<file path="config.mk">
export PLATFORM = sky130hd
export DESIGN_NAME = psd_cell
export DESIGN_NICKNAME = d
export VERILOG_FILES = /design/src/rtl/core/point_to_segment_distance_core_defines.svh /design/src/rtl/core/psd_pkg.sv /design/src/rtl/core/psd_cell.sv
export SDC_FILE = /design/constraint.sdc
export NUM_CORES = 1
export LEC_CHECK = 0
export BUFFER_PORTS_ARGS = -buffer_cell sky130_fd_sc_hd__buf_2
export CORE_AREA = 3 3 208 210
export DETAILED_ROUTE_END_ITERATION = 6
export DIE_AREA = 0 0 211 213
export PLACE_DENSITY = 0.62
export SETUP_SLACK_MARGIN = 0.15
export SYNTH_ARGS = -nofsm -noshare
export SYNTH_HDL_FRONTEND = slang
export SYNTH_SLANG_ARGS = --single-unit
</file>
<file path="constraint.sdc">
create_clock -name clk -period 13.2 [get_ports clk]
set_input_delay 2.64 -clock clk [delete_from_list [all_inputs] [get_ports clk]]
set_output_delay 2.64 -clock clk [all_outputs]
set_load 0.01 [all_outputs]
</file>
<file path="src/rtl/core/point_to_segment_distance_core_defines.svh">
// Assertion macros used by the core's top-level RTL file.
// Both forms are empty in synthesis builds.
`ifndef POINT_TO_SEGMENT_DISTANCE_CORE_DEFINES_SVH
`define POINT_TO_SEGMENT_DISTANCE_CORE_DEFINES_SVH
`ifndef SYNTHESIS
`define PSD_ASSERT(lbl, clk, rst, prop) \
  lbl: assert property (@(posedge clk) disable iff (rst) prop) \
    else $error("assertion failed");
`define PSD_ASSERT_NEXT(lbl, clk, rst, ante, cons) \
  lbl: assert property (@(posedge clk) disable iff (rst) (ante) |=> (cons)) \
    else $error("assertion failed");
`else
`define PSD_ASSERT(lbl, clk, rst, prop)
`define PSD_ASSERT_NEXT(lbl, clk, rst, ante, cons)
`endif
`endif

</file>
<file path="src/rtl/core/psd_pkg.sv">
`timescale 1ns / 1ps
package psd_pkg;

  localparam int COORD_BITS  = 24;
  localparam int T_FRAC_BITS = 16;

  localparam int DIFF_BITS  = COORD_BITS + 1;
  localparam int PROD_BITS  = 2 * DIFF_BITS;
  localparam int DOT_BITS   = PROD_BITS + 1;
  localparam int LEN_BITS   = PROD_BITS - 1;
  localparam int REM_BITS   = LEN_BITS + 1;
  localparam int Q_BITS     = T_FRAC_BITS + 1;
  localparam int MAG_BITS   = COORD_BITS;
  localparam int SCALE_BITS = MAG_BITS + Q_BITS;
  localparam int OFF_BITS   = SCALE_BITS - T_FRAC_BITS;
  localparam int NEAR_BITS  = OFF_BITS + 1;
  localparam int DIST_BITS  = 50;

  localparam int IN_BITS       = 6 * COORD_BITS;
  localparam int OUT_USED_BITS = 2 * COORD_BITS + DIST_BITS + 2;
  localparam int OUT_BITS      = ((OUT_USED_BITS + 7) / 8) * 8;

  typedef logic signed [COORD_BITS-1:0] coord_t;
  typedef logic signed [DIFF_BITS-1:0]  diff_t;

  typedef enum logic [1:0] {
    WHERE_WITHIN = 2'd0,
    WHERE_BEFORE = 2'd1,
    WHERE_PAST   = 2'd2
  } where_t;

  // word handed from one divider cell to the next
  typedef struct packed {
    logic [REM_BITS-1:0] rem;
    logic [LEN_BITS-1:0] len2;
    logic [Q_BITS-1:0]   quo;
    where_t              where;
    diff_t               dx;
    diff_t               dy;
    coord_t              sx;
    coord_t              sy;
    coord_t              px;
    coord_t              py;
  } div_t;

endpackage

</file>
<file path="src/rtl/core/psd_cell.sv">
`timescale 1ns / 1ps
module psd_cell
  import psd_pkg::*;
(
  input  logic clk,
  input  logic rst,
  input  logic in_valid,
  input  div_t in_data,
  output logic up_ready,
  output logic out_valid,
  output div_t out_data,
  input  logic dn_ready
);

  logic                en;
  logic                fits;
  logic [REM_BITS-1:0] diff;
  div_t                nxt;

  assign en       = !out_valid || dn_ready;
  assign up_ready = en;

  // one restoring step: compare, subtract, shift the remainder left
  always_comb begin
    fits = in_data.rem >= {1'b0, in_data.len2};
    diff = fits ? in_data.rem - {1'b0, in_data.len2} : in_data.rem;
    nxt      = in_data;
    nxt.rem  = {diff[REM_BITS-2:0], 1'b0};
    nxt.quo  = {in_data.quo[Q_BITS-2:0], fits};
  end

  always_ff @(posedge clk) begin
    if (rst) begin
      out_valid <= 1'b0;
    end else if (en) begin
      out_valid <= in_valid;
    end
  end

  always_ff @(posedge clk) begin
    if (en) begin
      out_data <= nxt;
    end
  end

endmodule

</file>
==> results.md <==
- Worst vdd ir: 92.89 uV
- Area contributors post-synth: edfxtp_1, ha_1, nand2_1, a21oi_1, o21ai_0
- Via count: 9229
- Main synth FF type: edfxtp_1
- CTS Hold Buffers Added: 0
- WL/cell: 23.35 microns
- Setup violators final: 0
- Max Cap Violations: 0
- Area Overhead vs Synth: 37.30%
- Max-Slew Margin vs Limit: 32.99%
- Largest net degree at the start of global routing: 165
- Yosys cell types: 57
- Post-CTS Resized: 0
- Mapped cell area: 0.01159 sq mm
- Chip Height: 213 microns
- Area leader, netlist: edfxtp_1
- Syn. warnings: 0
- Max Slew Vio Count: 0
- Commonest cells post-synth: edfxtp_1, nand2_1, inv_1
- Async SR Flop Fraction: 0%
- Post-CTS setup buffers: 0
- Pwr Density: 147.5 mW/mm^2
- Minimum clock period: 6.274 ns
- Post-synth top area share: 68.14%
- Core Area: 0.04176 sq mm
- CTS tree: done
- Leakage dissipation: 7.039 nW
- CP endpoint kind: output port
- Initial drt markers: 628
- Fmax: 0.1594 GHz
- Post-route DRC: 0
- Vias in the first global route: 9258
- Buffers on Ports: 531
- Initial antenna violation count: 26
- WP data required: 10.56 ns
- Fin util: 38.11%
- Hold crit path type: flop to flop
- Via density: 4.692
- Tightest Pin Transition: 1.005 ns
- Critical setup path kind: input port to output port
- CTS Buf Count: 34
- First-pass GRT wire length: 62730 microns
- Post-synthesis cell count: 860
- Antenna Nets Post-Route: 0
- Setup TNS: 0 ns
- RSZ-0062 raised after global routing: false
- Total die area: 0.04494 sq mm
- Row cnt: 75
- Clk sinks: 264
- Ratio of cells with drive above 1 in the final layout: 41.77%
- Final period util: 47.53%
- Register area share after synthesis: 68.31%
- CP Max Fanout: 46
- Overall Global Routing Usage: 19.33%
- Initial Util: 27.75%
- Mapped Nets: 1178
- Post-DP HPWL: 36400 microns
- Number of fill cells in the layout: 4081
- CTS Buffer Depth: 3
- Routability cong.: 0.8983
- Final Hold Viols: 0
- CP startpoint kind: input port
- Final Skew: 0.006059 ns
- Final wirelength: 45930 microns
- GR Overflow Total: 0
- Final #Nets: 1715
- Syn_area_per_cell: 13.48 sq um
- Worst-path clk slew: 0.05 ns
- H-Tree Depth: 2
- Die X: 211 microns
- EDFF count, synth: 263
- Clk Latency, worst-skew pair: 0.54 ns
- FF+latch count, synth: 264
- First-pass DRT Iterations: 5
- Clock Tree Root: clkbuf_16
- Count leader, synth: edfxtp_1
- Io pins: 534
- Crit path DAT: 3.63 ns
- Status: finished, final reports clean
==> power by group <==
part / switching [W] / total, W / internal [W]
clock network: 0.000372 / 0.000920 / 0.000548
logic: 0.000239 / 0.000389 / 0.000151
registers: 0.0000216 / 0.00104 / 0.00102
==> routing by layer <==
| metal | GRT usage (%) | vias to the layer above | share of wire, % |
|---|---|---|---|
| met4 | 7.921 | 34 | 4.0 |
| met5 | 0 | - | 0.51 |
| li1 | - | 4285 | - |
| met3 | 7.846 | 113 | 9.4 |
| met1 | 21.90 | 4383 | 38 |
| met2 | 32.59 | 414 | 49 |
==> state kept, by name, indices dropped and copies added, names as in the netlist <==
register	cells
out_data	263
out_valid	1
==> worst paths after layout <==
path	from	to	slack (ns)	depth (start not counted)
setup reg to reg	out_valid$_SDFFE_PP0P_	out_data[196]$_DFFE_PP_	10.97	3
setup / recovery	dn_ready	up_ready	6.93	3
hold / removal	out_valid$_SDFFE_PP0P_	out_valid$_SDFFE_PP0P_	1.11	2
hold reg to reg	out_valid$_SDFFE_PP0P_	out_valid$_SDFFE_PP0P_	1.11	2
==> per-stage QoR <==
step / std cells / total power [W] / area (sq um) / setup WS (ns) / hold slack (ns)
detailed placement: 1900 / 0.001446 / 14800 / 6.558 / 1.139
floorplan: 860 / 0.001265 / 11590 / 1.541 / 2.709
finish: 1967 / 0.002347 / 15910 / 6.926 / 1.114
global placement: 1900 / 0.001443 / 14800 / 6.587 / 1.120
CTS: 1961 / 0.002386 / 15900 / 6.927 / 1.142
global route: 1962 / 0.002449 / 15900 / 6.866 / 1.192
==> critical path, stage by stage <==
cell and delay [ns]:
buf_2 0.08, nand2b_4 0.61, buf_2 0.26
==> kinds of logic (layout without fill, tap and decap cells) <==
kind of cell / count (synthesis) / in the layout / synth area share [%]
buffers and inverters: 100 / 662 / 3.692
other: 1 / 7 / 0.03236
DFF: 264 / 264 / 68.31
xor gates and xnor gates: 45 / 45 / 3.401
and+or+nand+nor: 177 / 177 / 7.169
AOI/OAI and AO/OA: 222 / 222 / 11.83
adders and majority gates: 50 / 50 / 5.463
muxes: 1 / 1 / 0.09715
==> layout make-up <==
cell class	instances	area, sq um	area share (%)
Inverter	66	247.7	1.557
Clock inverter	19	196.4	1.234
Clock buffer	42	902.1	5.669
Tap cell	539	674.4	4.238
Sequential cell	264	7918	49.76
Antenna cell	6	15.01	0.09435
Timing Repair Buffer	535	2700	16.97
Multi-Input combinational cell	496	3259	20.48
==> cells in the final DEF (no fill, tap or decap), types with 5 or more instances in the layout <==
| cell | count |
|---|---|
| a211oi_1 | 7 |
| a21o_1 | 20 |
| a21oi_1 | 58 |
| a31oi_1 | 6 |
| and3_1 | 7 |
| buf_2 | 531 |
| clkbuf_1 | 7 |
| clkbuf_16 | 35 |
| clkinv_1 | 6 |
| diode_2 | 6 |
| edfxtp_1 | 263 |
| ha_1 | 49 |
| inv_1 | 66 |
| nand2_1 | 89 |
| nand2b_1 | 5 |
| nand3_1 | 8 |
| nand4_1 | 14 |
| nor2_1 | 21 |
| nor2b_1 | 6 |
| nor3_1 | 10 |
| o211ai_1 | 5 |
| o21a_1 | 6 |
| o21ai_0 | 55 |
| o21ai_1 | 25 |
| o21bai_1 | 10 |
| o31ai_1 | 8 |
| xnor2_1 | 27 |
| xor2_1 | 18 |
(Power assumes the default switching activity.)
